[src/design/jpt_pkg.sv]
// package for the json path tokenizer: character classes, parser phases,
// result kinds and the token and result records shared by every module but the fifo
`timescale 1ns / 1ps

package jpt_pkg;

  localparam int unsigned DefMaxSlots   = 8;
  localparam int unsigned DefMaxPathLen = 4096;

  localparam int unsigned FieldW    = 12;
  localparam int unsigned IndexW    = 31;
  localparam int unsigned TokQDepth = 2;
  localparam int unsigned ResDepth  = 4;
  localparam int unsigned ResPtrW   = $clog2(ResDepth);
  localparam int unsigned ResCntW   = $clog2(ResDepth + 1);

  localparam logic [7:0] ChNul    = 8'h00;
  localparam logic [7:0] ChSlash  = 8'h2F;
  localparam logic [7:0] ChLBrack = 8'h5B;
  localparam logic [7:0] ChRBrack = 8'h5D;
  localparam logic [7:0] ChStar   = 8'h2A;
  localparam logic [7:0] ChPlus   = 8'h2B;
  localparam logic [7:0] ChMinus  = 8'h2D;
  localparam logic [7:0] ChSpace  = 8'h20;
  localparam logic [7:0] ChTab    = 8'h09;
  localparam logic [7:0] ChCr     = 8'h0D;
  localparam logic [7:0] ChZero   = 8'h30;
  localparam logic [7:0] ChNine   = 8'h39;

  typedef enum logic [3:0] {
    CC_NUL,
    CC_SLASH,
    CC_LBRACK,
    CC_RBRACK,
    CC_STAR,
    CC_SPACE,
    CC_PLUS,
    CC_MINUS,
    CC_DIGIT,
    CC_OTHER
  } char_cls_e;

  typedef enum logic [3:0] {
    PH_SLASH,
    PH_SEC,
    PH_NAME,
    PH_OPEN,
    PH_WS,
    PH_STAR,
    PH_NUM,
    PH_AFTER,
    PH_SKIP
  } phase_e;

  typedef enum logic [2:0] {
    RK_SECTION,
    RK_DONE,
    RK_SYNTAX,
    RK_TOOMANY,
    RK_TOOLONG
  } result_kind_e;

  typedef struct packed {
    char_cls_e          cls;
    logic [3:0]         digit;
    logic               too_long;
    logic [FieldW-1:0]  pos;
  } tok_t;

  localparam int unsigned TokW = $bits(tok_t);

  typedef struct packed {
    result_kind_e       result_kind;
    logic [2:0]         section_number;
    logic [FieldW-1:0]  name_start;
    logic [FieldW-1:0]  name_len;
    logic               has_index;
    logic               all_indexes;
    logic [IndexW-1:0]  index_value;
    logic [2:0]         section_count;
    logic               last;
  } result_t;

  typedef struct packed {
    logic [1:0] n;
    result_t    r0;
    result_t    r1;
  } res_push_t;

endpackage

[src/design/jpt_if.sv]
// channel interfaces: path characters in, tokenizer results out
// depends on jpt_pkg
`timescale 1ns / 1ps

interface jpt_char_if;
  logic       valid;
  logic       ready;
  logic [7:0] ch;

  modport source (output valid, output ch, input ready);
  modport sink   (input valid, input ch, output ready);
endinterface

interface jpt_result_if;
  import jpt_pkg::*;
  logic                valid;
  logic                ready;
  logic [2:0]          result_kind;
  logic [2:0]          section_number;
  logic [FieldW-1:0]   name_start;
  logic [FieldW-1:0]   name_len;
  logic                has_index;
  logic                all_indexes;
  logic [IndexW-1:0]   index_value;
  logic [2:0]          section_count;
  logic                last;

  modport source (output valid, output result_kind, output section_number,
                  output name_start, output name_len, output has_index,
                  output all_indexes, output index_value, output section_count,
                  output last, input ready);
  modport sink   (input valid, input result_kind, input section_number,
                  input name_start, input name_len, input has_index,
                  input all_indexes, input index_value, input section_count,
                  input last, output ready);
endinterface

[src/design/jpt_fifo.sv]
// small flop based fifo that carries classified characters
// depends on nothing but its parameters
`timescale 1ns / 1ps

module jpt_fifo #(
  parameter int unsigned Width = 8,
  parameter int unsigned Depth = 2
) (
  input  logic             clk_i,
  input  logic             rst_ni,
  input  logic             push_i,
  input  logic [Width-1:0] data_i,
  output logic             full_o,
  input  logic             pop_i,
  output logic             valid_o,
  output logic [Width-1:0] data_o
);

  localparam int unsigned PtrW = (Depth > 1) ? $clog2(Depth) : 1;
  localparam int unsigned CntW = $clog2(Depth + 1);

  logic [Width-1:0] mem_q [Depth];
  logic [PtrW-1:0]  wr_q, wr_d, rd_q, rd_d;
  logic [CntW-1:0]  cnt_q, cnt_d;

  assign full_o  = (cnt_q == CntW'(Depth));
  assign valid_o = (cnt_q != '0);
  assign data_o  = mem_q[rd_q];

  always_comb begin
    wr_d  = wr_q;
    rd_d  = rd_q;
    cnt_d = cnt_q;
    if (push_i) begin
      wr_d = (wr_q == PtrW'(Depth - 1)) ? '0 : wr_q + PtrW'(1);
    end
    if (pop_i) begin
      rd_d = (rd_q == PtrW'(Depth - 1)) ? '0 : rd_q + PtrW'(1);
    end
    if (push_i && !pop_i) begin
      cnt_d = cnt_q + CntW'(1);
    end else if (!push_i && pop_i) begin
      cnt_d = cnt_q - CntW'(1);
    end
  end

  always_ff @(posedge clk_i or negedge rst_ni) begin
    if (!rst_ni) begin
      wr_q  <= '0;
      rd_q  <= '0;
      cnt_q <= '0;
    end else begin
      wr_q  <= wr_d;
      rd_q  <= rd_d;
      cnt_q <= cnt_d;
    end
  end

  always_ff @(posedge clk_i) begin
    if (push_i) begin
      mem_q[wr_q] <= data_i;
    end
  end

endmodule

[src/design/jpt_front.sv]
// front end: accepts path characters, classifies them and tracks the offset
// depends on jpt_pkg and jpt_char_if
`timescale 1ns / 1ps

module jpt_front
  import jpt_pkg::*;
#(
  parameter int unsigned MAX_PATH_LEN = DefMaxPathLen
) (
  input  logic          clk_i,
  input  logic          rst_ni,
  jpt_char_if.sink      char_i,
  input  logic          full_i,
  output logic          push_o,
  output tok_t          tok_o
);

  localparam int unsigned PosW = $clog2(MAX_PATH_LEN + 1);

  logic [PosW-1:0] pos_q, pos_d;
  logic [7:0]      ch;
  logic [7:0]      dig;
  char_cls_e       cls;

  assign ch           = char_i.ch;
  assign char_i.ready = !full_i;
  assign push_o       = char_i.valid && !full_i;
  assign dig          = ch - ChZero;

  always_comb begin
    priority if (ch == ChNul)                   cls = CC_NUL;
    else if (ch == ChSlash)                     cls = CC_SLASH;
    else if (ch == ChLBrack)                    cls = CC_LBRACK;
    else if (ch == ChRBrack)                    cls = CC_RBRACK;
    else if (ch == ChStar)                      cls = CC_STAR;
    else if (ch == ChPlus)                      cls = CC_PLUS;
    else if (ch == ChMinus)                     cls = CC_MINUS;
    else if (ch == ChSpace || (ch >= ChTab && ch <= ChCr)) cls = CC_SPACE;
    else if (ch >= ChZero && ch <= ChNine)      cls = CC_DIGIT;
    else                                        cls = CC_OTHER;
  end

  always_comb begin
    tok_o.cls      = cls;
    tok_o.digit    = dig[3:0];
    tok_o.too_long = (cls != CC_NUL) && (pos_q == PosW'(MAX_PATH_LEN));
    tok_o.pos      = FieldW'(pos_q);
  end

  // offset counts nonzero characters since the last terminator, saturating
  always_comb begin
    pos_d = pos_q;
    if (push_o) begin
      if (cls == CC_NUL) begin
        pos_d = '0;
      end else if (pos_q != PosW'(MAX_PATH_LEN)) begin
        pos_d = pos_q + PosW'(1);
      end
    end
  end

  always_ff @(posedge clk_i or negedge rst_ni) begin
    if (!rst_ni) begin
      pos_q <= '0;
    end else begin
      pos_q <= pos_d;
    end
  end

endmodule

[src/design/jpt_back.sv]
// back end: path parser state machine, builds section, done and error results
// depends on jpt_pkg
`timescale 1ns / 1ps

module jpt_back
  import jpt_pkg::*;
#(
  parameter int unsigned MAX_SLOTS = DefMaxSlots
) (
  input  logic      clk_i,
  input  logic      rst_ni,
  input  logic      tok_valid_i,
  input  tok_t      tok_i,
  input  logic      space_i,
  output logic      pop_o,
  output res_push_t push_o
);

  localparam int unsigned SecW = $clog2(MAX_SLOTS);

  phase_e              phase_q, phase_d;
  logic [SecW-1:0]     sec_q, sec_d;
  logic [FieldW-1:0]   start_q, start_d;
  logic [FieldW-1:0]   len_q, len_d;
  logic                has_q, has_d;
  logic                all_q, all_d;
  logic                neg_q, neg_d;
  logic                seen_q, seen_d;
  logic [IndexW-1:0]   acc_q, acc_d;

  logic                fire;
  logic                nul;
  logic                last_slot;
  logic [IndexW+3:0]   acc_next;
  logic [SecW:0]       sec_inc;
  logic                do_fail;
  logic                do_finish;
  logic                do_done;
  logic                reset_all;
  result_kind_e        fail_kind;

  assign fire      = tok_valid_i && space_i;
  assign pop_o     = fire;
  assign nul       = (tok_i.cls == CC_NUL);
  assign last_slot = (sec_q == SecW'(MAX_SLOTS - 1));
  assign acc_next  = {1'b0, acc_q, 3'b000} + {3'b000, acc_q, 1'b0}
                   + {(IndexW)'(0), tok_i.digit};
  assign sec_inc   = {1'b0, sec_q} + (SecW + 1)'(1);

  always_comb begin
    phase_d   = phase_q;
    sec_d     = sec_q;
    start_d   = start_q;
    len_d     = len_q;
    has_d     = has_q;
    all_d     = all_q;
    neg_d     = neg_q;
    seen_d    = seen_q;
    acc_d     = acc_q;
    push_o    = '0;
    do_fail   = 1'b0;
    do_finish = 1'b0;
    do_done   = 1'b0;
    reset_all = 1'b0;
    fail_kind = RK_SYNTAX;

    if (fire) begin
      if (phase_q == PH_SKIP) begin
        reset_all = nul;
      end else if (tok_i.too_long) begin
        do_fail   = 1'b1;
        fail_kind = RK_TOOLONG;
      end else begin
        unique case (phase_q)
          PH_SLASH: begin
            if (tok_i.cls == CC_SLASH) phase_d = PH_SEC;
            else                       do_fail = 1'b1;
          end
          PH_SEC: begin
            if (nul) begin
              do_done = 1'b1;
            end else if (tok_i.cls == CC_SLASH) begin
              do_fail = 1'b1;
            end else begin
              start_d = tok_i.pos;
              neg_d   = 1'b0;
              seen_d  = 1'b0;
              acc_d   = '0;
              all_d   = 1'b1;
              if (tok_i.cls == CC_LBRACK) begin
                len_d   = '0;
                has_d   = 1'b1;
                phase_d = PH_OPEN;
              end else begin
                len_d   = FieldW'(1);
                has_d   = 1'b0;
                phase_d = PH_NAME;
              end
            end
          end
          PH_NAME: begin
            if (nul || tok_i.cls == CC_SLASH) begin
              do_finish = 1'b1;
            end else if (tok_i.cls == CC_LBRACK) begin
              has_d   = 1'b1;
              all_d   = 1'b1;
              neg_d   = 1'b0;
              seen_d  = 1'b0;
              acc_d   = '0;
              phase_d = PH_OPEN;
            end else begin
              len_d = len_q + FieldW'(1);
            end
          end
          PH_OPEN, PH_WS: begin
            priority if (phase_q == PH_OPEN && tok_i.cls == CC_RBRACK) begin
              phase_d = PH_AFTER;
            end else if (phase_q == PH_OPEN && tok_i.cls == CC_STAR) begin
              phase_d = PH_STAR;
            end else if (tok_i.cls == CC_SPACE) begin
              phase_d = PH_WS;
            end else if (tok_i.cls == CC_PLUS || tok_i.cls == CC_MINUS) begin
              neg_d   = (tok_i.cls == CC_MINUS);
              phase_d = PH_NUM;
            end else if (tok_i.cls == CC_DIGIT) begin
              seen_d  = 1'b1;
              acc_d   = IndexW'(tok_i.digit);
              phase_d = PH_NUM;
            end else begin
              do_fail = 1'b1;
            end
          end
          PH_STAR: begin
            if (tok_i.cls == CC_RBRACK) phase_d = PH_AFTER;
            else                        do_fail = 1'b1;
          end
          PH_NUM: begin
            if (tok_i.cls == CC_DIGIT) begin
              if ((neg_q && tok_i.digit != 4'd0) || acc_next[IndexW+3:IndexW] != '0) begin
                do_fail = 1'b1;
              end else begin
                acc_d  = acc_next[IndexW-1:0];
                seen_d = 1'b1;
              end
            end else if (tok_i.cls == CC_RBRACK && seen_q) begin
              all_d   = 1'b0;
              phase_d = PH_AFTER;
            end else begin
              do_fail = 1'b1;
            end
          end
          PH_AFTER: begin
            if (nul || tok_i.cls == CC_SLASH) do_finish = 1'b1;
            else                              do_fail   = 1'b1;
          end
          default: do_fail = 1'b1;
        endcase
      end
    end

    if (do_finish) begin
      if (last_slot) begin
        do_fail   = 1'b1;
        fail_kind = RK_TOOMANY;
      end else begin
        push_o.n                 = 2'd1;
        push_o.r0.result_kind    = RK_SECTION;
        push_o.r0.section_number = 3'(sec_q);
        push_o.r0.name_start     = start_q;
        push_o.r0.name_len       = len_q;
        push_o.r0.has_index      = has_q;
        push_o.r0.all_indexes    = all_q;
        push_o.r0.index_value    = all_q ? '0 : acc_q;
        if (nul) begin
          push_o.n                = 2'd2;
          push_o.r1.result_kind   = RK_DONE;
          push_o.r1.section_count = 3'(sec_inc);
          push_o.r1.last          = 1'b1;
          reset_all               = 1'b1;
        end else begin
          sec_d   = sec_inc[SecW-1:0];
          start_d = '0;
          len_d   = '0;
          has_d   = 1'b0;
          all_d   = 1'b1;
          neg_d   = 1'b0;
          seen_d  = 1'b0;
          acc_d   = '0;
          phase_d = PH_SEC;
        end
      end
    end

    if (do_done) begin
      push_o.n                = 2'd1;
      push_o.r0.result_kind   = RK_DONE;
      push_o.r0.section_count = 3'(sec_q);
      push_o.r0.last          = 1'b1;
      reset_all               = 1'b1;
    end

    if (do_fail) begin
      push_o.n              = 2'd1;
      push_o.r0             = '0;
      push_o.r0.result_kind = fail_kind;
      push_o.r0.last        = 1'b1;
      if (nul) reset_all = 1'b1;
      else     phase_d   = PH_SKIP;
    end

    if (reset_all) begin
      phase_d = PH_SLASH;
      sec_d   = '0;
      start_d = '0;
      len_d   = '0;
      has_d   = 1'b0;
      all_d   = 1'b1;
      neg_d   = 1'b0;
      seen_d  = 1'b0;
      acc_d   = '0;
    end
  end

  always_ff @(posedge clk_i or negedge rst_ni) begin
    if (!rst_ni) begin
      phase_q <= PH_SLASH;
      sec_q   <= '0;
      start_q <= '0;
      len_q   <= '0;
      has_q   <= 1'b0;
      all_q   <= 1'b1;
      neg_q   <= 1'b0;
      seen_q  <= 1'b0;
      acc_q   <= '0;
    end else begin
      phase_q <= phase_d;
      sec_q   <= sec_d;
      start_q <= start_d;
      len_q   <= len_d;
      has_q   <= has_d;
      all_q   <= all_d;
      neg_q   <= neg_d;
      seen_q  <= seen_d;
      acc_q   <= acc_d;
    end
  end

endmodule

[src/design/jpt_res_buf.sv]
// result buffer: takes up to two results a cycle, hands out one per transfer
// depends on jpt_pkg and jpt_result_if
`timescale 1ns / 1ps

module jpt_res_buf
  import jpt_pkg::*;
(
  input  logic          clk_i,
  input  logic          rst_ni,
  input  res_push_t     push_i,
  output logic          space_o,
  jpt_result_if.source  result_o
);

  result_t              mem_q [ResDepth];
  logic [ResPtrW-1:0]   wr_q, wr_d, rd_q, rd_d;
  logic [ResCntW-1:0]   cnt_q, cnt_d;
  logic                 pop;
  result_t              head;

  assign space_o = (cnt_q <= ResCntW'(ResDepth - 2));
  assign pop     = result_o.valid && result_o.ready;
  assign head    = mem_q[rd_q];

  assign result_o.valid          = (cnt_q != '0);
  assign result_o.result_kind    = head.result_kind;
  assign result_o.section_number = head.section_number;
  assign result_o.name_start     = head.name_start;
  assign result_o.name_len       = head.name_len;
  assign result_o.has_index      = head.has_index;
  assign result_o.all_indexes    = head.all_indexes;
  assign result_o.index_value    = head.index_value;
  assign result_o.section_count  = head.section_count;
  assign result_o.last           = head.last;

  always_comb begin
    wr_d  = wr_q + ResPtrW'(push_i.n);
    rd_d  = pop ? rd_q + ResPtrW'(1) : rd_q;
    cnt_d = cnt_q + ResCntW'(push_i.n) - ResCntW'(pop);
  end

  always_ff @(posedge clk_i or negedge rst_ni) begin
    if (!rst_ni) begin
      wr_q  <= '0;
      rd_q  <= '0;
      cnt_q <= '0;
    end else begin
      wr_q  <= wr_d;
      rd_q  <= rd_d;
      cnt_q <= cnt_d;
    end
  end

  always_ff @(posedge clk_i) begin
    if (push_i.n != 2'd0) begin
      mem_q[wr_q] <= push_i.r0;
    end
    if (push_i.n == 2'd2) begin
      mem_q[wr_q + ResPtrW'(1)] <= push_i.r1;
    end
  end

endmodule

[src/design/json_path_tokenizer.sv]
// top level of the json path tokenizer: front end, character queue, parser
// and result buffer; depends on jpt_pkg, jpt_if and all jpt_* modules
//
// usage: path characters arrive on char_i, one per transfer, with a zero
// character ending each path. results leave on result_o: one per finished
// section (offset, name length, index flags and value), then a done result
// with the section count, or a single error result (bad syntax, too many
// sections, path too long). the final result of every path has last set.
// after an error the remaining characters up to the terminator give nothing.
// throughput: one character per cycle while the result buffer has room, set
// by the parser which retires one queued character each cycle. a character
// that ends the path and its last section yields two results, drained one
// per cycle from the result buffer. both queues are registered. when the
// receiver stalls, the result buffer fills, the parser holds and the
// character queue backs up to char_i.ready; nothing is dropped.
// reset clears the parser to expect a leading slash and empties both queues.
`timescale 1ns / 1ps

module json_path_tokenizer
  import jpt_pkg::*;
#(
  parameter int unsigned MAX_SLOTS    = DefMaxSlots,
  parameter int unsigned MAX_PATH_LEN = DefMaxPathLen
) (
  input  logic          clk_i,
  input  logic          rst_ni,
  jpt_char_if.sink      char_i,
  jpt_result_if.source  result_o
);

  logic             tq_push;
  logic             tq_full;
  logic             tq_pop;
  logic             tq_valid;
  tok_t             tq_wtok;
  logic [TokW-1:0]  tq_rdata;
  logic             rb_space;
  res_push_t        rb_push;

  jpt_front #(
    .MAX_PATH_LEN(MAX_PATH_LEN)
  ) u_front (
    .clk_i  (clk_i),
    .rst_ni (rst_ni),
    .char_i (char_i),
    .full_i (tq_full),
    .push_o (tq_push),
    .tok_o  (tq_wtok)
  );

  jpt_fifo #(
    .Width(TokW),
    .Depth(TokQDepth)
  ) u_tok_q (
    .clk_i   (clk_i),
    .rst_ni  (rst_ni),
    .push_i  (tq_push),
    .data_i  (tq_wtok),
    .full_o  (tq_full),
    .pop_i   (tq_pop),
    .valid_o (tq_valid),
    .data_o  (tq_rdata)
  );

  jpt_back #(
    .MAX_SLOTS(MAX_SLOTS)
  ) u_back (
    .clk_i       (clk_i),
    .rst_ni      (rst_ni),
    .tok_valid_i (tq_valid),
    .tok_i       (tok_t'(tq_rdata)),
    .space_i     (rb_space),
    .pop_o       (tq_pop),
    .push_o      (rb_push)
  );

  jpt_res_buf u_res_buf (
    .clk_i    (clk_i),
    .rst_ni   (rst_ni),
    .push_i   (rb_push),
    .space_o  (rb_space),
    .result_o (result_o)
  );

endmodule

[src/flat_wrapper.sv]
// flat-port wrapper written by rule: the top's interface ports become plain ports
module json_path_tokenizer_flat import jpt_pkg::*;
#(
  parameter int unsigned MAX_SLOTS    = DefMaxSlots,
  parameter int unsigned MAX_PATH_LEN = DefMaxPathLen
)
  (clk_i, rst_ni, char_i_valid, char_i_ch, char_i_ready, result_o_valid, result_o_result_kind, result_o_section_number, result_o_name_start, result_o_name_len, result_o_has_index, result_o_all_indexes, result_o_index_value, result_o_section_count, result_o_last, result_o_ready);
  jpt_char_if char_i_i ();
  jpt_result_if result_o_i ();
  input  logic clk_i;
  input  logic rst_ni;
  input wire logic [$bits(char_i_i.valid)-1:0] char_i_valid;
  input wire logic [$bits(char_i_i.ch)-1:0] char_i_ch;
  output wire logic [$bits(char_i_i.ready)-1:0] char_i_ready;
  output wire logic [$bits(result_o_i.valid)-1:0] result_o_valid;
  output wire logic [$bits(result_o_i.result_kind)-1:0] result_o_result_kind;
  output wire logic [$bits(result_o_i.section_number)-1:0] result_o_section_number;
  output wire logic [$bits(result_o_i.name_start)-1:0] result_o_name_start;
  output wire logic [$bits(result_o_i.name_len)-1:0] result_o_name_len;
  output wire logic [$bits(result_o_i.has_index)-1:0] result_o_has_index;
  output wire logic [$bits(result_o_i.all_indexes)-1:0] result_o_all_indexes;
  output wire logic [$bits(result_o_i.index_value)-1:0] result_o_index_value;
  output wire logic [$bits(result_o_i.section_count)-1:0] result_o_section_count;
  output wire logic [$bits(result_o_i.last)-1:0] result_o_last;
  input wire logic [$bits(result_o_i.ready)-1:0] result_o_ready;
  assign char_i_i.valid = char_i_valid;
  assign char_i_i.ch = char_i_ch;
  assign char_i_ready = char_i_i.ready;
  assign result_o_valid = result_o_i.valid;
  assign result_o_result_kind = result_o_i.result_kind;
  assign result_o_section_number = result_o_i.section_number;
  assign result_o_name_start = result_o_i.name_start;
  assign result_o_name_len = result_o_i.name_len;
  assign result_o_has_index = result_o_i.has_index;
  assign result_o_all_indexes = result_o_i.all_indexes;
  assign result_o_index_value = result_o_i.index_value;
  assign result_o_section_count = result_o_i.section_count;
  assign result_o_last = result_o_i.last;
  assign result_o_i.ready = result_o_ready;
  json_path_tokenizer #(.MAX_SLOTS(MAX_SLOTS), .MAX_PATH_LEN(MAX_PATH_LEN)) u_core (.clk_i(clk_i), .rst_ni(rst_ni), .char_i(char_i_i), .result_o(result_o_i));
endmodule
[config.mk]
export PLATFORM = sky130hd
export DESIGN_NAME = json_path_tokenizer_flat
export DESIGN_NICKNAME = d
export VERILOG_FILES = /design/src/design/jpt_pkg.sv /design/src/design/jpt_if.sv /design/src/design/jpt_fifo.sv /design/src/design/jpt_front.sv /design/src/design/jpt_back.sv /design/src/design/jpt_res_buf.sv /design/src/design/json_path_tokenizer.sv /design/src/flat_wrapper.sv
export SDC_FILE = /design/constraint.sdc
export NUM_CORES = 1
export LEC_CHECK = 0
export BUFFER_PORTS_ARGS = -buffer_cell sky130_fd_sc_hd__buf_2
export CAP_MARGIN = 30
export CORE_MARGIN = 5
export CORE_UTILIZATION = 49
export DETAILED_ROUTE_END_ITERATION = 12
export GPL_TIMING_DRIVEN = 0
export PLACE_DENSITY = 0.65
export SLEW_MARGIN = 20
export SYNTH_ARGS = -nofsm -noshare
export SYNTH_HDL_FRONTEND = slang
export SYNTH_SLANG_ARGS = --single-unit
[constraint.sdc]
create_clock -name clk_i -period 6.6 [get_ports clk_i]
set_clock_uncertainty 0.15 [all_clocks]
set_input_delay 0.99 -clock clk_i [delete_from_list [all_inputs] [get_ports clk_i]]
set_output_delay 0.99 -clock clk_i [all_outputs]
set_load 0.005 [all_outputs]
# Word-level counts from Yosys, hierarchy flattened
# Memories as Yosys holds them, arrays and structs flattened.
# Index checks and enable logic that the tools add are counted.
# op_classes
magnitude_cmp	5
mux	208
reduce_logical	36
n_eq_ne	30
add_sub_neg	15
# ops
cell	n
31-bit 2-to-1 mux	19
12-bit 2-to-1 mux	21
4-bit 2-to-1 mux	34
65-bit 2-to-1 mux	2
31-bit one-hot mux with 4 select lines	1
1-bit 2-to-1 mux	108
69-bit 2-to-1 mux	1
8-bit by 6-bit equality test with 1-bit output, second input constant	5
34-bit by 32-bit adder with 35-bit output	1
35-bit by 4-bit adder with 35-bit output	1
4-bit by 3-bit equality test with 1-bit output, second input constant	8
3-bit 2-to-1 mux	9
13-bit 2-to-1 mux	2
12-bit one-hot mux with 2 select lines	1
4-bit one-hot mux with 6 select lines	1
4-bit by 2-bit equality test with 1-bit output, second input constant	4
8-bit by 7-bit equality test with 1-bit output, second input constant	2
13-bit by 1-bit adder with 13-bit output, second input constant	1
13-bit equality test, second input constant	1
13-bit != test, second input constant	1
12-bit by 1-bit adder with 12-bit output, second input constant	1
1-bit logical AND	12
4-bit zero test	3
4-bit nonzero test	3
32 further kinds	52
# word_totals
in_bits	12
ram_bits	310
regBits	90
wordCells	312
output_inout_bits	69
mem_count	2
# mem_list
name	words	width	read_ports	rd_ports_with_merged_regs	write_ports	line_no	text
u_core.u_res_buf.mem_q	4	67	1	0	2	jpt_res_buf.sv:15	result_t mem_q [ResDepth];
u_core.u_tok_q.mem_q	2	21	1	0	1	jpt_fifo.sv:22	logic [Width-1:0] mem_q [Depth];

# Logic depth before layout (Yosys ltp)
# Gate-level depths: netlist of run 1.
# An unclocked memory read counts as a cell.
# logic_depth
ltp_word	17
mapped_depth	25
ltp_nobuf	21

# Modules after synthesis
# From an unflattened synthesis of run 1, not the netlist that was laid out.
# hier_totals
hier_cells	1772
area_unflattened_um2	22958.3
# modules_own_cells
module	seq_area_each_um2	cells_per_inst	area_each_um2	n_inst
jpt_res_buf	8222.9	689	13347.8	1
jpt_back	1652.8	873	6820.3	1
jpt_fifo	1361.3	81	1709.1	1
jpt_front	325.3	129	1081.0	1

# Least setup slack after synthesis of run 1
# Ideal clock, no wire load.
# synth_path
kind	register -> register
startpoint	register u_core.u_tok_q.rd_q
endpoint	register u_core.u_res_buf.cnt_q[2]
synth_period_minus_slack_ns	5.421
n_path_buf	4
required_ns	6.370
setup_ns	0.080
t_arrival_ns	5.191
stages_incl_launch_ff	25
path_slack_ns	1.179
cell_sequence	dfrtp_1 buf_2 buf_2 buf_1 mux2i_1 fa_1 inv_1 ha_1 a21oi_1 nand4b_2 a2111oi_4 nor2_2 a2111oi_4 or3_1 and4_4 buf_6 nor2_1 nor2_1 o211a_1 ha_1 inv_1 ha_1 fa_1 xnor2_1 xnor2_1
# synth_between
elab_chain_cells	16
word_cells_on_any_way	55
cone_classes	add/sub: 3; eq/ne: 7; mux: 34; reduce/logical: 10; memory: 1
# synth_lines
element	line_no	text
start, declared	jpt_fifo.sv:23	logic [PtrW-1:0] wr_q, wr_d, rd_q, rd_d;
start signal, assigned	jpt_fifo.sv:54	rd_q <= rd_d;
memory read 2 x 21 bit *	n/a	
parallel branches: the longest is 12 deep, another holds 35-bit by 4-bit adder with 35-bit output	n/a	
69-bit 2-to-1 mux *	jpt_back.sv:202	if (do_fail) begin
3-bit by 2-bit adder with 3-bit output *	jpt_res_buf.sv:39	cnt_d = cnt_q + ResCntW'(push_i.n) - ResCntW'(pop);
3-bit by 1-bit subtractor with 3-bit output *	jpt_res_buf.sv:39	
via u_core.u_res_buf.cnt_d[2]	jpt_res_buf.sv:17	logic [ResCntW-1:0] cnt_q, cnt_d;
end signal, assigned	jpt_res_buf.sv:50	cnt_q <= cnt_d;
end, declared	jpt_res_buf.sv:17	
# Mark *: on every way through the listed nets, which the timed path passes.
# A chain may end at the register's enable or synchronous reset.

# Final worst setup path of run 1
# Same ends and word-level chain as after synthesis.

==> qor.json, run 1 <==
{
  "timing": {
    "setup_tns_ps": 0,
    "finalWorstPathRequiredPeriod_ps": 5960,
    "max_clock_freq_mhz": 168,
    "slew_of_the_pin_with_the_lowest_slew_margin_ps": 1010,
    "rsz0062_at_grt": "no",
    "setup_viol_count_final": 0,
    "final_period_util": 0.904,
    "timing.final.max_slew_violations": 0,
    "slew-limit-headroom": 0.323,
    "hold_violations": 0,
    "final.hold.worst_slack_ps": 192
  },
  "global_routing": {
    "global_route_wire_length_before_repair_mm": 98.3,
    "number_of_global_route_vias_before_repair": 17500,
    "antenna_found_initial": 0,
    "grt_remaining_overflow": 0,
    "grt_max_degree": 51,
    "grtUsageTotal": 0.260
  },
  "yosys": {
    "synth.ff_latch_count": 400,
    "synthDominantAreaCellType": "sky130_fd_sc_hd__dfxtp_1",
    "syn_area_per_cell_sq_um": 9.40,
    "synth.top_cells.by_count": "sky130_fd_sc_hd__dfxtp_1, sky130_fd_sc_hd__a21oi_1, sky130_fd_sc_hd__o21ai_0",
    "synth.net_count": 2284,
    "dominantRegCellSynth": "sky130_fd_sc_hd__dfxtp_1",
    "synth.yosys.seq_area_share": 0.439,
    "mappedNetlistArea_sq_um": 20700,
    "postSynth.asyncResetShare": 0.225,
    "number_of_enable_type_register_cells_in_the_synthesized_netlist": 62,
    "post_synth_main_area_contributors": "sky130_fd_sc_hd__dfxtp_1, sky130_fd_sc_hd__dfrtp_1, sky130_fd_sc_hd__edfxtp_1",
    "synth_cell_type_count": 81,
    "postSynthCellCount": 2197,
    "synth.yosys.warnings": 0,
    "synth_most_common_cell": "sky130_fd_sc_hd__dfxtp_1",
    "synth_top_cell_area_share": 0.240
  },
  "pwr": {
    "static-leakage-power_nw": 9.33,
    "ir_drop_mv": 0.196,
    "pwr_density_cell_nw_per_um2": 287
  },
  "clock_tree": {
    "tritoncts": "done",
    "worst_setup_hold_path_clk_slew_ps": 60,
    "clockRootBuffer": "sky130_fd_sc_hd__clkbuf_16",
    "cts_inserted_buffers": 44,
    "clock-sinks": 400,
    "insertion_delay_ps": 580,
    "cts_hold_buffers": 0,
    "clock_tree.htree_level_count": 2,
    "cts_buffer_depth": 3
  },
  "routing": {
    "drt_first_pass_iters": 5,
    "via_count": 17800,
    "drc": 0,
    "postRouteWirelength_mm": 61.9,
    "vias_per_cell": 6.14,
    "ant_nets": 0,
    "routedWlPerCell_um": 21.3,
    "drt-initial-drc-count": 1652
  },
  "critical_path": {
    "timing.setup.critical_path_class": "flop to flop",
    "crit_path_max_fanout": 19,
    "path_common_cell": "sky130_fd_sc_hd__ha_1",
    "endpoint_arrival_time_on_the_critical_path_ps": 6320,
    "crit_required_ps": 6950,
    "end_kind": "flop",
    "worstSetupStartpointType": "flop",
    "crit_slowest_cell": "sky130_fd_sc_hd__fa_1",
    "crit_path_cell_trace": "buf_2 -> buf_2 -> mux2i_1 -> fa_1 -> inv_1 -> ha_1 -> a21oi_1 -> nand4b_2 -> a2111oi_4 -> nor2_2 -> a2111oi_4 -> or3_1 -> and4_4 -> buf_6 -> nor2_1 -> nor2_1 -> o211a_1 -> ha_1 -> inv_1 -> ha_1 -> fa_1 -> xnor2_1 -> xnor2_1",
    "cpPeakStageDelay_ps": 560
  },
  "final_layout": {
    "nets": 2416,
    "final_layout_size_suffix_gt1_frac": 0.121,
    "diodes_inserted": 0,
    "area.growth.synth_to_final_pct": 13.0
  },
  "die": {
    "start_util": 0.494,
    "die_area_sq_um": 46400,
    "io_pins": 81,
    "dieWidth_um": 215,
    "die_height_um": 215,
    "floorplan_core_area_sq_um": 41900,
    "core.rowCount": 75
  },
  "place": {
    "hpwl_mm": 43.8,
    "place.port_buffers": 80,
    "routabilityCongestion": 0.927
  },
  "worst_hold_path": {
    "min-delay-path-class": "input port to async pin"
  },
  "job": {
    "cap_viol_max_count": 0
  },
  "outcome": {
    "status": "finished, final reports clean"
  }
}
==> cells by family (layout without fill, tap and decap cells) <==
logic type      after synthesis  count (layout)  synth area share
simple gates                676             676             0.158
compound gates              635             635             0.179
flops                       400             400             0.439
buf+inv                     215             382            0.0429
mux                         154             154             0.116
fa+ha+maj                    75              75            0.0465
xor+xnor                     42              42            0.0178
==> worst max-delay path, delay by kind of cell, from the launching register on <==
kind            cells  cell delay [ps]
compound gates      4             1320
xor+xnor            2              340
fa+ha+maj           5             1580
buf+inv             5              790
flops               1              310
mux                 1              200
simple gates        6             1180
==> placed cells by master, fill, tap and decap left out, types with 11 or more instances in the layout <==
| master | Yosys | final |
|---|---|---|
| sky130_fd_sc_hd__clkbuf_1 | 142 | 154 |
| sky130_fd_sc_hd__buf_1 | 12 | 11 |
| sky130_fd_sc_hd__and3_1 | 16 | 16 |
| sky130_fd_sc_hd__a31oi_1 | 11 | 11 |
| sky130_fd_sc_hd__a22oi_1 | 23 | 23 |
| sky130_fd_sc_hd__ha_1 | 72 | 72 |
| sky130_fd_sc_hd__nor3_1 | 24 | 24 |
| sky130_fd_sc_hd__nand2b_1 | 13 | 13 |
| sky130_fd_sc_hd__mux2i_1 | 79 | 79 |
| sky130_fd_sc_hd__inv_1 | 32 | 32 |
| sky130_fd_sc_hd__mux4_2 | 67 | 67 |
| sky130_fd_sc_hd__o21ai_0 | 235 | 235 |
| sky130_fd_sc_hd__dfxtp_1 | 248 | 248 |
| sky130_fd_sc_hd__xnor2_1 | 22 | 22 |
| sky130_fd_sc_hd__a211oi_2 | 11 | 11 |
| sky130_fd_sc_hd__nand3_1 | 123 | 123 |
| sky130_fd_sc_hd__clkbuf_16 | 0 | 46 |
| sky130_fd_sc_hd__or3_1 | 109 | 109 |
| sky130_fd_sc_hd__dfrtp_1 | 89 | 89 |
| sky130_fd_sc_hd__edfxtp_1 | 62 | 62 |
| sky130_fd_sc_hd__xor2_1 | 20 | 20 |
| sky130_fd_sc_hd__buf_2 | 20 | 100 |
| sky130_fd_sc_hd__nand2_1 | 204 | 204 |
| sky130_fd_sc_hd__nor2_1 | 130 | 129 |
| sky130_fd_sc_hd__o22ai_1 | 12 | 12 |
| sky130_fd_sc_hd__a21oi_1 | 243 | 243 |
| sky130_fd_sc_hd__a21o_1 | 11 | 11 |
==> metrics by stage <==
step | cells | setup slack (ps) | instance area [sq um] | total power [mW] | util
after global routing | 2903 | 253 | 23300 | 6.96 | 0.558
after detailed placement | 2819 | 224 | 21800 | 4.17 | 0.521
final | 2903 | 636 | 23300 | 6.69 | 0.558
after CTS | 2900 | 193 | 23300 | 6.70 | 0.557
after global placement | 2816 | 360 | 21700 | 4.13 | 0.519
after floorplan | 2197 | 1180 | 20700 | 3.71 | -
==> path summary, 6_finish.rpt <==
kind | slack (ps) | cells past startpoint | startpoint | to
max in group asynchronous | 5470 | 2 | rst_ni | u_core.u_back.all_q
worst min-delay path | 190 | 1 | rst_ni | u_core.u_back.acc_q[11]
min in group clk_i | 310 | 2 | u_core.u_res_buf.mem_q[1][43] | u_core.u_res_buf.mem_q[1][43]
worst max register to register | 640 | 23 | u_core.u_tok_q.rd_q | u_core.u_res_buf.cnt_q[2]
worst min register to register | 310 | 2 | u_core.u_res_buf.mem_q[1][43] | u_core.u_res_buf.mem_q[1][43]
worst max-delay path | 640 | 23 | u_core.u_tok_q.rd_q | u_core.u_res_buf.cnt_q[2]
==> registers in the layout (all words and copies together) (netlist names) <==
signal                  count
u_core.u_res_buf.rd_q       2
u_core.u_back.len_q        12
u_core.u_tok_q.wr_q         1
u_core.u_back.phase_q       4
u_core.u_back.has_q         1
u_core.u_res_buf.wr_q       2
u_core.u_tok_q.rd_q         1
u_core.u_back.neg_q         1
u_core.u_tok_q.cnt_q        2
u_core.u_back.acc_q        31
u_core.u_back.all_q         1
u_core.u_tok_q.mem_q       42
u_core.u_front.pos_q       13
u_core.u_res_buf.cnt_q      3
u_core.u_back.start_q      12
u_core.u_back.sec_q         3
u_core.u_back.seen_q        1
u_core.u_res_buf.mem_q    268
==> final cells by class <==
class                           count  area [sq um]
Sequential cell                   400          9080
Buffer                            181           758
Timing Repair Buffer               87           507
Clock buffer                       68          1330
Fill cell                        3744         18500
Multi-Input combinational cell   1582         10700
Inverter                           33           124
Tap cell                          539           674
Clock inverter                     13           174
==> routing by layer <==
layer | share of wire | routed length [um] | up-vias | global-route usage
met5 | 0 | 0 | - | 0
met4 | 0.025 | 1530 | 0 | 0.0730
met3 | 0.067 | 4140 | 105 | 0.0426
met2 | 0.46 | 28600 | 684 | 0.415
met1 | 0.45 | 27600 | 8740 | 0.369
li1 | - | - | 8306 | -
==> repair_timing <==
action / in CTS / in global routing
setup buffers: 0 / 0
endpoints found under the setup margin: 0 / 1
gates resized for setup: 0 / 0
==> power breakdown <==
group	internal, mW	switching [mW]
clock	1.54	1.01
combinational	0.502	0.892
sequential	2.65	0.105
total	4.69	2.01
No activity file was read; power rests on OpenSTA's default activity.
==> run 2, diff against run 1 <==
--- a/config.mk
+++ b/config.mk
@@ -5,10 +5,12 @@
 export SDC_FILE = /design/constraint.sdc
 export NUM_CORES = 1
 export LEC_CHECK = 0
+export ABC_AREA = 0
 export BUFFER_PORTS_ARGS = -buffer_cell sky130_fd_sc_hd__buf_2
 export CAP_MARGIN = 30
 export CORE_MARGIN = 5
 export CORE_UTILIZATION = 49
+export CTS_BUF_LIST = sky130_fd_sc_hd__clkbuf_16
 export DETAILED_ROUTE_END_ITERATION = 12
 export GPL_TIMING_DRIVEN = 0
 export PLACE_DENSITY = 0.65
==> run 2 against run 1 <==
Against the previous run:
- via count is 0.42% higher
- clock-buffer cell count shrank 22
- sequential power hardly changed
- cell count is essentially flat
- largest power group unchanged
- flip-flop and latch count did not move
==> qor.json, run 2 (synthesis results as in run 1) <==
{
  "worst_hold_path": {
    "min-delay-path-class": "input port to async pin"
  },
  "pwr": {
    "total_switching_power_mw": 2.00,
    "combPwrFrac": 0.214,
    "pwr-share-seq": 0.419,
    "p_sw_frac": 0.305,
    "power_frac_clock": 0.367,
    "pwr_density_cell_nw_per_um2": 282,
    "p_int_mw": 4.56,
    "ir_drop_mv": 0.194,
    "static-leakage-power_nw": 9.34
  },
  "timing": {
    "setup_viol_count_final": 0,
    "slew_of_the_pin_with_the_lowest_slew_margin_ps": 1020,
    "slew-limit-headroom": 0.313,
    "final_period_util": 0.906,
    "setup_tns_ps": 0,
    "hold_violations": 0,
    "rsz0062_at_grt": "no",
    "finalWorstPathRequiredPeriod_ps": 5980,
    "timing.final.max_slew_violations": 0,
    "max_clock_freq_mhz": 167
  },
  "global_routing": {
    "number_of_global_route_vias_before_repair": 17600,
    "grt_remaining_overflow": 0,
    "grt_max_degree": 51,
    "antenna_found_initial": 0,
    "global_route_wire_length_before_repair_mm": 98.2,
    "grtUsageTotal": 0.260
  },
  "die": {
    "die_area_sq_um": 46400,
    "die_height_um": 215,
    "start_util": 0.494,
    "core.rowCount": 75,
    "dieWidth_um": 215,
    "io_pins": 81,
    "floorplan_core_area_sq_um": 41900
  },
  "critical_path": {
    "crit_path_max_fanout": 19,
    "crit_path_cell_trace": "buf_2 -> buf_2 -> mux2i_1 -> fa_1 -> inv_1 -> ha_1 -> a21oi_1 -> nand4b_2 -> a2111oi_4 -> nor2_2 -> a2111oi_4 -> or3_1 -> and4_4 -> buf_6 -> nor2_1 -> nor2_1 -> o211a_1 -> ha_1 -> inv_1 -> ha_1 -> fa_1 -> xnor2_1 -> xnor2_1",
    "cpPeakStageDelay_ps": 560,
    "timing.setup.critical_path_class": "flop to flop",
    "path_delay_family": "adder cells",
    "worstSetupStartpointType": "flop",
    "cp.buffers_inverters": 5,
    "end_kind": "flop",
    "crit-reg2reg-launch": "u_core.u_tok_q.rd_q",
    "path_common_cell": "sky130_fd_sc_hd__ha_1",
    "worst_setup_sp": "u_core.u_tok_q.rd_q",
    "endpoint_arrival_time_on_the_critical_path_ps": 6340,
    "crit_required_ps": 6950,
    "crit_slowest_cell": "sky130_fd_sc_hd__fa_1"
  },
  "routing": {
    "postRouteWirelength_mm": 61.6,
    "routedWlPerCell_um": 21.2,
    "via_count": 17900,
    "routedLengthMet1_mm": 27.3,
    "route.top_layer_used": "met4",
    "drc": 0,
    "met3_wire_length_mm": 4.24,
    "vias_per_cell": 6.17,
    "drt_first_pass_iters": 6,
    "ant_nets": 0,
    "met2RoutedLength_mm": 28.5,
    "drt-initial-drc-count": 1783
  },
  "place": {
    "dpl-instance-area_sq_um": 21800,
    "hpwl_mm": 43.8,
    "place.detailed.instances": 2819,
    "routabilityCongestion": 0.927,
    "place.port_buffers": 80
  },
  "final_layout": {
    "final_common_cell": "sky130_fd_sc_hd__dfxtp_1",
    "seqCellArea_sq_um": 9080,
    "area.growth.synth_to_final_pct": 12.6,
    "diodes_inserted": 0,
    "final_layout_size_suffix_gt1_frac": 0.118,
    "count_of_fill_cells_added_during_filler_insertion": 3762,
    "nets": 2417,
    "biggestRegsByFlops": "u_core.u_res_buf.mem_q (268), u_core.u_tok_q.mem_q (42), u_core.u_back.acc_q (31)",
    "largest_register_ffs": 268,
    "fin_cells": 2904,
    "final_design_area_no_fill_sq_um": 23300,
    "multiInputGateArea_sq_um": 10700,
    "registers.top_by_ff_count": "u_core.u_res_buf.mem_q",
    "layout.cells.most_common_list": "sky130_fd_sc_hd__dfxtp_1, sky130_fd_sc_hd__a21oi_1, sky130_fd_sc_hd__o21ai_0"
  },
  "clock_tree": {
    "tritoncts": "done",
    "clock_tree.htree_level_count": 2,
    "cts_hold_buffers": 0,
    "insertion_delay_ps": 580,
    "cts_inserted_buffers": 44,
    "clockRootBuffer": "sky130_fd_sc_hd__clkbuf_16",
    "cts_buffer_depth": 3,
    "clock-sinks": 400,
    "worst_setup_hold_path_clk_slew_ps": 60
  },
  "outcome": {
    "status": "finished, final reports clean"
  },
  "job": {
    "cap_viol_max_count": 0
  }
}
-- run 2: cell types whose count changed in the layout (fill, tap and decap cells not counted) --
cell and change:
sky130_fd_sc_hd__buf_6 +1, sky130_fd_sc_hd__clkbuf_8 -9, sky130_fd_sc_hd__clkinv_1 +9, sky130_fd_sc_hd__clkbuf_4 -1
sky130_fd_sc_hd__inv_1 +13, sky130_fd_sc_hd__clkbuf_1 -12
-- run 2: per-layer routing --
metal / track usage / vias up
li1: - / 8315
met1: 0.369 / 8789
met2: 0.415 / 689
met3: 0.0425 / 117
met4: 0.0730 / 0
met5: 0 / -
-- run 2: path summary, 6_finish.rpt --
kind,depth (start not counted),slack [ps],to
setup / recovery,23,620,u_core.u_res_buf.cnt_q[2]
hold / removal,1,190,u_core.u_back.acc_q[11]
setup reg to reg,23,620,u_core.u_res_buf.cnt_q[2]
hold reg to reg,2,310,u_core.u_res_buf.mem_q[1][48]
max in group asynchronous,2,5460,u_core.u_back.all_q
min in group clk_i,2,310,u_core.u_res_buf.mem_q[1][48]
-- run 2: power groups by stage --
stage / Sequential (mW) / Combinational (mW) / Clock, mW
global route: 2.77 / 1.51 / 2.55
detailed placement: 2.80 / 1.37 / 0
floorplan: 2.77 / 0.947 / 0
finish: 2.75 / 1.40 / 2.41
CTS: 2.75 / 1.37 / 2.45
global placement: 2.80 / 1.34 / 0
-- run 2: area by class of cell --
class | instances | area share
clock inverter | 35 | 0.0110
sequential | 400 | 0.390
buffer | 181 | 0.0326
multi-input combinational | 1582 | 0.460
timing repair buffer | 88 | 0.0223
tap | 539 | 0.0290
clock buffer | 46 | 0.0495
inverter | 33 | 0.00533
-- run 2: timing repair --
item                       in CTS  in global routing
buffers inserted                0                  0
resized for setup               0                  0
setup endpoints to repair       0                  1
hold endpoints to repair        0                  0
-- run 2: metrics by stage --
stage / setup WS, ps / util / hold WS [ps] / total power [mW]
after floorplan: 1180 / - / 285 / 3.71
after global placement: 360 / 0.519 / 292 / 4.13
after detailed placement: 224 / 0.521 / 302 / 4.17
after CTS: 193 / 0.554 / 187 / 6.57
after global routing: 253 / 0.556 / 205 / 6.83
final: 618 / 0.556 / 192 / 6.56
